`src/rtl/assert_macros.svh`:
```
// assertion macros shared by the station table rtl
// expects clk and arst_n in the scope of each use
`ifndef ASSERT_MACROS_SVH
`define ASSERT_MACROS_SVH

// expression must hold at every clock edge out of reset
`define STT_ASSERT(lbl, expr, msg) \
	lbl: assert property (@(posedge clk) disable iff (!arst_n) (expr)) else $error(msg);

// antecedent implies consequent in the same cycle
`define STT_IMPLY(lbl, ante, cons, msg) \
	lbl: assert property (@(posedge clk) disable iff (!arst_n) (ante) |-> (cons)) \
		else $error(msg);

`endif

```
`src/rtl/stt_pkg.sv`:
```
// types, codes and helpers for the station statistics table
// no dependencies
`default_nettype none
package stt_pkg;

	localparam logic [1:0] CMD_UPDATE = 2'd0;
	localparam logic [1:0] CMD_LOOKUP = 2'd1;
	localparam logic [1:0] CMD_INDEX  = 2'd2;
	localparam logic [1:0] CMD_CLEAR  = 2'd3;

	localparam logic [2:0] OP_UPDATE = 3'd0;
	localparam logic [2:0] OP_ZERO   = 3'd1;
	localparam logic [2:0] OP_LOOKUP = 3'd2;
	localparam logic [2:0] OP_INDEX  = 3'd3;
	localparam logic [2:0] OP_CLEAR  = 3'd4;

	localparam logic [2:0] STS_NEW       = 3'd0;
	localparam logic [2:0] STS_UPDATED   = 3'd1;
	localparam logic [2:0] STS_FULL      = 3'd2;
	localparam logic [2:0] STS_IGNORED   = 3'd3;
	localparam logic [2:0] STS_FOUND     = 3'd4;
	localparam logic [2:0] STS_NOT_FOUND = 3'd5;
	localparam logic [2:0] STS_CLEARED   = 3'd6;

	localparam logic [15:0] PKT_MAX = 16'hFFFF;

	typedef struct packed {
		logic [1:0]         cmd;
		logic [31:0]        station_id;
		logic [3:0]         protocol_code;
		logic signed [11:0] rssi;
		logic [7:0]         slot_index;
		logic [31:0]        now_ms;
	} stt_req_t;

	typedef struct packed {
		logic [2:0]         status;
		logic [7:0]         res_slot;
		logic [31:0]        res_station;
		logic [3:0]         res_protocol;
		logic [15:0]        res_packets;
		logic signed [11:0] res_mean_rssi;
		logic signed [11:0] res_best_rssi;
		logic [31:0]        res_first_ms;
		logic [31:0]        res_last_ms;
		logic               res_active;
		logic [7:0]         res_count;
	} stt_rsp_t;

	typedef struct packed {
		logic [2:0] op;
		stt_req_t   req;
	} stt_op_t;

	typedef struct packed {
		logic [31:0]        id;
		logic [3:0]         proto;
		logic [15:0]        pkt;
		logic signed [11:0] mean;
		logic signed [11:0] best;
		logic [31:0]        first;
		logic [31:0]        last;
	} stt_entry_t;

	function automatic stt_rsp_t stt_make_rsp(input logic [2:0] status, input logic has,
			input logic [7:0] slot, input stt_entry_t e, input logic [7:0] count);
		stt_rsp_t r;
		r = '0;
		r.status = status;
		if (has) begin
			r.res_slot      = slot;
			r.res_station   = e.id;
			r.res_protocol  = e.proto;
			r.res_packets   = e.pkt;
			r.res_mean_rssi = e.mean;
			r.res_best_rssi = e.best;
			r.res_first_ms  = e.first;
			r.res_last_ms   = e.last;
			r.res_active    = 1'b1;
		end
		r.res_count = count;
		return r;
	endfunction

endpackage
`default_nettype wire

```
`src/rtl/stt_front.sv`:
```
// front end: accepts items, classifies the command, two-entry queue to the back end
// depends on stt_pkg and assert_macros.svh
`default_nettype none
`include "assert_macros.svh"
module stt_front (
	input  wire logic             clk,
	input  wire logic             arst_n,
	input  wire stt_pkg::stt_req_t req,
	input  wire logic             req_valid,
	output logic                  req_ready,
	output stt_pkg::stt_op_t      q,
	output logic                  q_valid,
	input  wire logic             q_ready
);
	import stt_pkg::*;

	stt_op_t    buf_q [2];
	logic       wr_q;
	logic       rd_q;
	logic [1:0] cnt_q;
	logic       push;
	logic       pop;
	stt_op_t    cls;

	always_comb begin
		cls.req = req;
		case (req.cmd)
			CMD_UPDATE: cls.op = (req.station_id == 32'd0) ? OP_ZERO : OP_UPDATE;
			CMD_LOOKUP: cls.op = OP_LOOKUP;
			CMD_INDEX:  cls.op = OP_INDEX;
			default:    cls.op = OP_CLEAR;
		endcase
	end

	assign req_ready = (cnt_q != 2'd2);
	assign q_valid   = (cnt_q != 2'd0);
	assign q         = buf_q[rd_q];
	assign push      = req_valid && req_ready;
	assign pop       = q_valid && q_ready;

	always_ff @(posedge clk or negedge arst_n) begin
		if (!arst_n) begin
			wr_q  <= 1'b0;
			rd_q  <= 1'b0;
			cnt_q <= 2'd0;
		end else begin
			if (push) wr_q <= ~wr_q;
			if (pop) rd_q <= ~rd_q;
			cnt_q <= cnt_q + 2'(push) - 2'(pop);
		end
	end

	always_ff @(posedge clk) begin
		if (push) buf_q[wr_q] <= cls;
	end

	`STT_ASSERT(a_cnt_range, cnt_q <= 2'd2, "queue count out of range")
	`STT_IMPLY(a_no_push_full, push, cnt_q != 2'd2, "push into full queue")
	`STT_IMPLY(a_ptrs_when_empty, cnt_q == 2'd0, wr_q == rd_q, "queue pointers disagree")
endmodule
`default_nettype wire

```
`config.mk`:
```
export PLATFORM = sky130hd
export DESIGN_NAME = stt_front
export DESIGN_NICKNAME = d
export VERILOG_FILES = /design/src/rtl/stt_pkg.sv /design/src/rtl/stt_front.sv
export VERILOG_INCLUDE_DIRS = /design/src /design/src/rtl
export SDC_FILE = /design/constraint.sdc
export NUM_CORES = 1
export LEC_CHECK = 0
export ABC_CLOCK_PERIOD_IN_PS = 4600
export BUFFER_PORTS_ARGS = -buffer_cell sky130_fd_sc_hd__buf_2
export CORE_ASPECT_RATIO = 0.6
export CORE_UTILIZATION = 40
export DETAILED_ROUTE_END_ITERATION = 8
export PLACE_DENSITY = 0.7
export SLEW_MARGIN = 15
export SYNTH_ARGS = -nofsm -noshare
export SYNTH_HDL_FRONTEND = slang
export SYNTH_SLANG_ARGS = --single-unit
```
`constraint.sdc`:
```
create_clock -name clk -period 4.6 [get_ports clk]
set_clock_uncertainty 0.1 [all_clocks]
set_input_delay 0.92 -clock clk [delete_from_list [all_inputs] [get_ports clk]]
set_output_delay 0.92 -clock clk [all_outputs]
set_load 0.01 [all_outputs]
```
==> qor.txt, run 1 <==
Die height = 104.7 um
H-tree level count = 4
Critical Path RT = 3.58 ns
Root Buffer = clkbuf_16
Router iterations before antenna repair = 7
IO Pins = 189
Commonest non-fill, non-tap cell in the layout = buf_2
HP Class = in -> async
Worst slew margin = 25.60%
# rows = 37
Fin. Hold Viols = 0
CTS tree = built
Tightest Pin Transition = 1.116 ns
# clock sinks = 190
Outcome = finished, final reports clean
CTS buffer count = 17
Max Clock Freq = 310.4 MHz
DRT iter0 DRCs = 278
Worst path max stage delay = 0.83 ns
Int Pwr = 3.854 mW
Synth cell types = 21
DRC = 0
Vias per cell = 4.795
Clock-pin slew on the worst setup and hold paths = 0.07 ns
Syn Nets = 421
Net Sw Power = 1.630 mW
Gr usage total = 15.41%
Total grt overflow = 0
Setup TNS = 0 ns
Initial antenna violation count = 0
Seq pwr share = 46.3%
Synth Cell Area = 7032 um2
CP delay by family, top = flip-flops
Initial Utilization = 40.94%
R2r worst-path depth = 3
Yosys reg bits = 190
Overall routed net length = 13.42 mm
Crit path arrival time = 2.20 ns
RSZ-0062 raised after global routing = false
Largest net degree at the start of global routing = 94
Post-placement cell count = 739
Sw Share = 29.73%
Core area = 17180 um2
DIE WIDTH = 173.2 um
Post-CTS Setup Inserts = 0
Pre-CTS setup slack = 1.797 ns
Wire per inst = 17.41 um
Port bufs = 188
Comb pwr share = 28.0%
Syn Inst Count = 323
Post-Layout Cell Count = 771
Crit Path Max Fanout = 50
Worst skew pair latency = 0.41 ns
Final worst setup slack = 1.378 ns
Ys Warns = 0
Critical path capture point type = output port
Startpoint Class = register
Sequential area share after synthesis = 80.85%
Vias = 3697
Final HPWL DP = 8.493 mm
Reg2Reg Setup Slack = 2.39 ns
Total power = 5.484 mW
Post-layout min period = 3.222 ns
Resized Gates After CTS = 0
Bufs and invs on worst path = 2
Share of cells above drive strength 1 = 59.22%
PwrDens = 622.5 nW/um2
Layout Utilization = 51.29%
Clk network pwr share = 25.6%
Kind of critical path = reg -> out
First-pass GRT wire length = 20.86 mm
Final setup viols = 0
P_leak = 3.243 nW
Antenna viol nets, final = 0
Hold buffers post-CTS = 0
Cell count along the critical path = 3
NumNets Final = 622
CP max-delay cell = dfrtp_4
Synth-to-Final Area Change = 25.28%
Die Footprint = 18130 um2
Vias in the first global route = 3784
Most frequent cells in the layout = 188 x buf_2, 186 x edfxtp_1, 93 x mux2_2
Max VDD drop = 0.0002691 V
Avg Inst Size Synth = 21.77 um2
# Max-Cap Violations = 0
Placer Congestion = 0.8000
Fin. max-slew vios = 0
Final period utilization = 70.04%
Cells along the critical path = buf_12 -> mux2_2 -> buf_2
CTS Buffer Depth = 2
# diodes = 0
==> state kept, by name, summed over array words and instances (netlist names) <==
register  flops
wr_q          1
rd_q          1
cnt_q         2
buf_q       186
==> power groups by stage <==
| stage | registers [mW] | logic [mW] | clock network, mW |
|---|---|---|---|
| after floorplan | 2.49 | 1.07 | 0 |
| after global placement | 2.56 | 1.54 | 0 |
| after detailed placement | 2.58 | 1.56 | 0 |
| after CTS | 2.55 | 1.57 | 1.45 |
| after global routing | 2.58 | 1.66 | 1.52 |
| final | 2.54 | 1.54 | 1.41 |
==> Yosys cell counts, drive strengths merged <==
master  count  share of area [%]
xor2        1               0.12
ha          4               0.71
nand2       2               0.11
nor4b       1               0.12
dfrtp       4                1.4
mux2       93                 15
nand2b      1              0.089
o32ai       1               0.12
buf        10                1.3
nand4       1              0.089
nand3       1              0.071
nor2        2               0.11
and2        1              0.089
and3        1              0.089
nor4        7               0.62
edfxtp    186                 79
or2         1              0.089
xnor2       3               0.37
inv         3               0.16
==> kinds of logic (layout without fill, tap and decap cells) <==
family                     Yosys count  in the layout  share of synthesized area, %
and+or+nand+nor                     18             18                         1.477
muxes                               93             93                         14.89
DFF                                190            190                         80.85
xor gates and xnor gates             4              4                        0.4983
adders and majority gates            4              4                        0.7118
buffers and inverters               13            227                         1.441
AOI/OAI and AO/OA                    1              1                        0.1246
==> cell type report <==
class                   instances  area (um2)
clock inverters                15       137.6
repair buffers                192       996.0
flip-flops and latches        190        5689
inverters                       3       11.26
clock buffers                  17       425.4
fillers                      1419        8366
well taps                     234       292.8
multi-input cells             120        1257
==> per-layer routing <==
metal	GRT usage [%]	share of wire, %	vias up
met4	4.930	0.70	0
met3	5.640	7.8	8
li1	-	-	1689
met1	21.00	47	1844
met2	22.90	45	156
met5	0	0	-
==> metrics by stage <==
step / instance area (um2) / hold slack (ns)
6_report: 8810 / 0.1974
3_3_place_gp: 8247 / 0.3803
4_1_cts: 8810 / 0.1707
3_5_place_dp: 8247 / 0.3874
5_1_grt: 8810 / 0.1671
2_1_floorplan: 7034 / 0.3604
==> final timing paths <==
kind / from / end
max: rd_q / q[63]
min: arst_n / rd_q
max reg2reg: cnt_q[0] / buf_q[1][9]
min reg2reg: cnt_q[1] / cnt_q[1]
max in group asynchronous: arst_n / rd_q
min in group clk: cnt_q[1] / cnt_q[1]
Power figures use the tool's default switching activity.
==> inputs of run 2 (changes only) <==
--- a/config.mk
+++ b/config.mk
@@ -6,12 +6,12 @@
 export SDC_FILE = /design/constraint.sdc
 export NUM_CORES = 1
 export LEC_CHECK = 0
-export ABC_CLOCK_PERIOD_IN_PS = 4600
+export ABC_CLOCK_PERIOD_IN_PS = 3100
 export BUFFER_PORTS_ARGS = -buffer_cell sky130_fd_sc_hd__buf_2
 export CORE_ASPECT_RATIO = 0.6
 export CORE_UTILIZATION = 40
 export DETAILED_ROUTE_END_ITERATION = 8
-export PLACE_DENSITY = 0.7
+export PLACE_DENSITY = 0.68
 export SLEW_MARGIN = 15
 export SYNTH_ARGS = -nofsm -noshare
 export SYNTH_HDL_FRONTEND = slang
==> constraint.sdc (replaced) <==
create_clock -name clk -period 3.1 [get_ports clk]
set_clock_uncertainty 0.1 [all_clocks]
set_input_delay 0.62 -clock clk [delete_from_list [all_inputs] [get_ports clk]]
set_output_delay 0.62 -clock clk [all_outputs]
set_load 0.01 [all_outputs]
==> run 2 against run 1 <==
Net effect:
- critical path depth is the same
- first-iteration DRC count down 33%
- total power rose by 49%
- non-clock buffer count up 3
- wire length up 0.32%
- flip-flop and latch count is the same
- worst setup slack worse by 1.1 ns
- hold slack better by 0.082 ns
- global-route usage fell by 0.28 points
- utilization increased by 0.21 points
- largest power group unchanged
==> qor.txt, run 2 (same netlist as run 1, synthesis figures left out) <==
Outcome = finished, final reports clean
Root Buffer = clkbuf_16
Final period utilization = 90.75%
Most frequent cells in the layout = 188 x buf_2, 186 x edfxtp_1, 93 x mux2_2
Worst path max stage delay = 0.77 ns
HP Class = in -> reg
Max VDD drop = 0.0003925 V
Final setup viols = 0
Worst slew margin = 55.64%
Synth-to-Final Area Change = 25.80%
Setup TNS = 0 ns
Antenna viol nets, final = 0
Largest registers = buf_q (186), cnt_q (2)
Core area = 17180 um2
Startpoint Class = register
CP max-delay cell = dfrtp_4
IO Pins = 189
Critical path capture point type = output port
CTS buffer count = 17
Share of cells above drive strength 1 = 59.81%
# clock sinks = 190
Worst skew pair latency = 0.42 ns
Die height = 104.7 um
DRT iter0 DRCs = 187
Largest net degree at the start of global routing = 50
CTS Buffer Depth = 2
First-pass GRT wire length = 20.38 mm
Placer Congestion = 0.8065
Crit Path Max Fanout = 37
Critical Path RT = 2.38 ns
Wire per inst = 17.40 um
DIE WIDTH = 173.2 um
PwrDens = 926.4 nW/um2
Vias per cell = 4.780
Final worst setup slack = 0.2869 ns
Gr usage total = 15.13%
H-tree level count = 4
Vias = 3700
Kind of critical path = reg -> out
Overall routed net length = 13.47 mm
Crit path arrival time = 2.09 ns
Initial antenna violation count = 0
CTS tree = built
Die Footprint = 18130 um2
Resized Gates After CTS = 0
Max Clock Freq = 355.5 MHz
# rows = 37
Initial Utilization = 40.94%
Vias in the first global route = 3673
Fin. max-slew vios = 0
NumNets Final = 625
Tightest Pin Transition = 0.6654 ns
Clock-pin slew on the worst setup and hold paths = 0.07 ns
Post-layout min period = 2.813 ns
Total power = 8.195 mW
Commonest non-fill, non-tap cell in the layout = buf_2
Cells along the critical path = buf_4 -> mux2_2 -> buf_2
DRC = 0
Filler Cells Inserted = 1406
P_leak = 3.273 nW
Fin. Hold Viols = 0
Router iterations before antenna repair = 4
Final HPWL DP = 8.944 mm
# diodes = 0
Total grt overflow = 0
Pre-CTS setup slack = 0.7255 ns
RSZ-0062 raised after global routing = false
Port bufs = 188
Most flops, register = buf_q
Largest register FFs = 186
# Max-Cap Violations = 0
-- run 2: cell types whose count changed in the layout (fill, tap and decap cells not counted), sizes merged --
cell / change
clkinvlp: -2
buf: +2
inv: +4
clkinv: -2
dlygate4sd3: +1
-- run 2: worst paths after layout --
kind                            slack, ns            to      from  depth (start not counted)
worst max-delay path                 0.29         q[52]      rd_q                          3
worst min-delay path                 0.28  buf_q[1][32]   req[32]                          1
worst max register to register       1.19      cnt_q[1]  cnt_q[1]                          7
worst min register to register       0.41      cnt_q[1]  cnt_q[1]                          1
max in group asynchronous            2.32          rd_q    arst_n                          2
min in group asynchronous            0.44          rd_q    arst_n                          2
-- run 2: final cells by class --
type                    instances  area (um2)  share of cell area, %
clock inverters                15       148.9                  1.683
clock buffers                  17       425.4                  4.809
well taps                     234       292.8                  3.310
repair buffers                195        1021                  11.54
inverters                       3       11.26                 0.1273
multi-input cells             120        1257                  14.22
flip-flops and latches        190        5689                  64.31
-- run 2: through the flow --
stage	hold WS [ns]	util (%)	area, um2	cells
2_1_floorplan	0.2244	-	7041	323
3_3_place_gp	0.3305	48.10	8262	741
3_5_place_dp	0.3376	48.10	8262	741
4_1_cts	0.2548	51.50	8846	774
5_1_grt	0.2489	51.50	8846	774
6_report	0.2793	51.50	8846	774
-- run 2: repair_timing --
item	4_1_cts	5_1_grt
setup buffers	0	0
hold endpoints to repair	4	0
setup endpoints to repair	0	0
hold buffers	1	0
-- run 2: power breakdown --
group	internal (mW)	leakage [nW]	switching, mW
registers	3.51	1.77	0.226
logic	1.10	1.23	1.25
clock network	1.13	0.272	0.978
-- run 2: metal layers --
layer,track usage (%),up-vias,part of all wire (%)
met2,22.06,161,44
met5,0,-,0
li1,-,1699,-
met4,4.994,0,0.85
met1,20.43,1828,46
met3,6.259,12,9.3
-- run 2: critical path: cells and delay by family, from the launching register on --
family | cells | cell delay (ns)
DFF | 1 | 0.77
muxes | 1 | 0.37
buffers and inverters | 2 | 0.50
==> inputs of run 3 (changes only) <==
--- a/config.mk
+++ b/config.mk
@@ -8,9 +8,12 @@
 export LEC_CHECK = 0
 export ABC_CLOCK_PERIOD_IN_PS = 3100
 export BUFFER_PORTS_ARGS = -buffer_cell sky130_fd_sc_hd__buf_2
+export CAP_MARGIN = 25
 export CORE_ASPECT_RATIO = 0.6
 export CORE_UTILIZATION = 40
+export CTS_CLUSTER_SIZE = 28
 export DETAILED_ROUTE_END_ITERATION = 8
+export GPL_TIMING_DRIVEN = 0
 export PLACE_DENSITY = 0.68
 export SLEW_MARGIN = 15
 export SYNTH_ARGS = -nofsm -noshare
==> run 3 against run 2 <==
Net effect:
- design area increased by 1.3%
- register-to-register slack got worse by 0.26 ns
- global-route usage increased by 0.45 points
- critical path type unchanged
==> qor.txt, run 3 (same netlist as run 1, synthesis figures left out) <==
Worst slew margin = 50.22%
Most frequent cells in the layout = 191 x buf_2, 186 x edfxtp_1, 93 x mux2_2
Clock-pin slew on the worst setup and hold paths = 0.07 ns
Total grt overflow = 0
DRT iter0 DRCs = 168
Worst hold path endpoint = buf_q[0][29]
Post-Layout Cell Count = 782
Max VDD drop = 0.0005161 V
CP max-delay cell = dfrtp_1
Largest net degree at the start of global routing = 50
Port bufs = 188
Cells along the critical path = buf_4 -> buf_6 -> mux2_2 -> buf_2
Initial Utilization = 40.94%
Final setup viols = 0
Post-CTS Setup Inserts = 0
Most flops, register = buf_q
Worst path max stage delay = 0.38 ns
Post-route cell area = 8965 um2
Vias per cell = 4.737
Root Buffer = clkbuf_16
Net Sw Power = 2.505 mW
Core area = 17180 um2
Router iterations before antenna repair = 4
Clk network pwr share = 25.5%
Int Pwr = 5.850 mW
Fin Hold WS = 0.2791 ns
DRC = 0
HP Class = in -> reg
Post-placement cell count = 749
Vias = 3704
Placed Area = 8373 um2
Placer Congestion = 0.7767
PwrDens = 932.0 nW/um2
Fin. max-slew vios = 0
Kind of critical path = reg -> out
# rows = 37
Share of cells above drive strength 1 = 60.22%
Critical Path RT = 2.38 ns
Post-layout min period = 2.495 ns
Final period utilization = 80.49%
R2r worst-path depth = 5
Die Footprint = 18130 um2
Vias in the first global route = 3880
Die height = 104.7 um
Commonest non-fill, non-tap cell in the layout = buf_2
Startpoint Class = register
Crit Path Max Fanout = 10
# clock sinks = 190
Wire per inst = 17.44 um
Fin. Hold Viols = 0
Seq pwr share = 43.6%
Max Clock Freq = 400.8 MHz
Pre-CTS setup slack = 0.7063 ns
H-tree level count = 4
CTS buffer count = 17
# diodes = 0
Tightest Pin Transition = 0.7450 ns
Outcome = finished, final reports clean
RSZ-0062 raised after global routing = false
CTS tree = built
Reg2Reg Setup Slack = 0.93 ns
Worst skew pair latency = 0.42 ns
Comb pwr share = 30.9%
First-pass GRT wire length = 20.93 mm
Initial antenna violation count = 0
# Max-Cap Violations = 0
Total power = 8.355 mW
Largest registers = buf_q (186), cnt_q (2)
Worst reg2reg startpoint = cnt_q[0]
Largest register FFs = 186
NumNets Final = 633
DIE WIDTH = 173.2 um
Final worst setup slack = 0.6049 ns
WHS Path Cells = 1
Gr usage total = 15.58%
Sw Share = 29.98%
Layout Utilization = 52.20%
Reg2reg end = buf_q[0][2]
IO Pins = 189
Antenna viol nets, final = 0
Final HPWL DP = 9.416 mm
Overall routed net length = 13.64 mm
Setup TNS = 0 ns
Worst Min Path Start = req[29]
P_leak = 3.341 nW
Crit path arrival time = 1.78 ns
Critical path capture point type = output port
Synth-to-Final Area Change = 27.49%
CTS Buffer Depth = 2
[run 3: cell types whose count changed in the layout (fill, tap and decap cells not counted), moves of 2 or more]
| cell | change |
|---|---|
| buf_16 | +2 |
| clkinvlp_4 | -2 |
| clkinv_2 | +2 |
| buf_4 | -3 |
| inv_8 | +2 |
| inv_6 | -5 |
| buf_2 | +3 |
| clkinv_4 | +2 |
| buf_6 | +6 |
[run 3: timing repair]
| action | 4_1_cts | 5_1_grt |
|---|---|---|
| hold buffers | 1 | 0 |
| resized for setup | 0 | 0 |
| hold endpoints to repair | 4 | 0 |
[run 3: cell type report]
cell class                      count  area [um2]
Buffer                             10       90.09
Clock buffer                       17       425.4
Clock inverter                     15       156.4
Fill cell                        1414        8210
Inverter                            3       11.26
Multi-Input combinational cell    120        1257
Sequential cell                   190        5685
Tap cell                          234       292.8
Timing Repair Buffer              193        1046
[run 3: how the worst max path moves through the flow]
stage,startpoint,cells past startpoint,end,slack [ns]
4_1_cts,rd_q,4,q[72],0.54
3_3_place_gp,req_valid,3,buf_q[0][48],-0.33
6_report,rd_q,4,q[72],0.60
2_1_floorplan,req_valid,2,buf_q[0][0],0.46
3_5_place_dp,req_valid,5,buf_q[0][52],0.71
5_1_grt,rd_q,4,q[72],0.50
[run 3: power groups by stage]
stage,sequential (mW),combinational (mW),clock [mW]
floorplan,3.67,1.59,0
global placement,3.70,2.48,0
detailed placement,3.70,2.62,0
CTS,3.65,2.64,2.18
global route,3.69,2.78,2.28
finish,3.64,2.58,2.13
[run 3: critical path: cells and delay by family, from the launching register on]
family                 cells  cell delay (ns)
buffers and inverters      3             0.60
flip-flops                 1             0.38
multiplexers               1             0.36
[run 3: metal layers]
layer	wire, um	vias up	global-route usage [%]	part of all wire [%]
li1	-	1715	-	-
met1	5966	1825	20.07	44
met2	6286	148	23.76	46
met3	1221	16	6.259	9.0
met4	167	0	5.752	1.2
met5	0	-	0	0
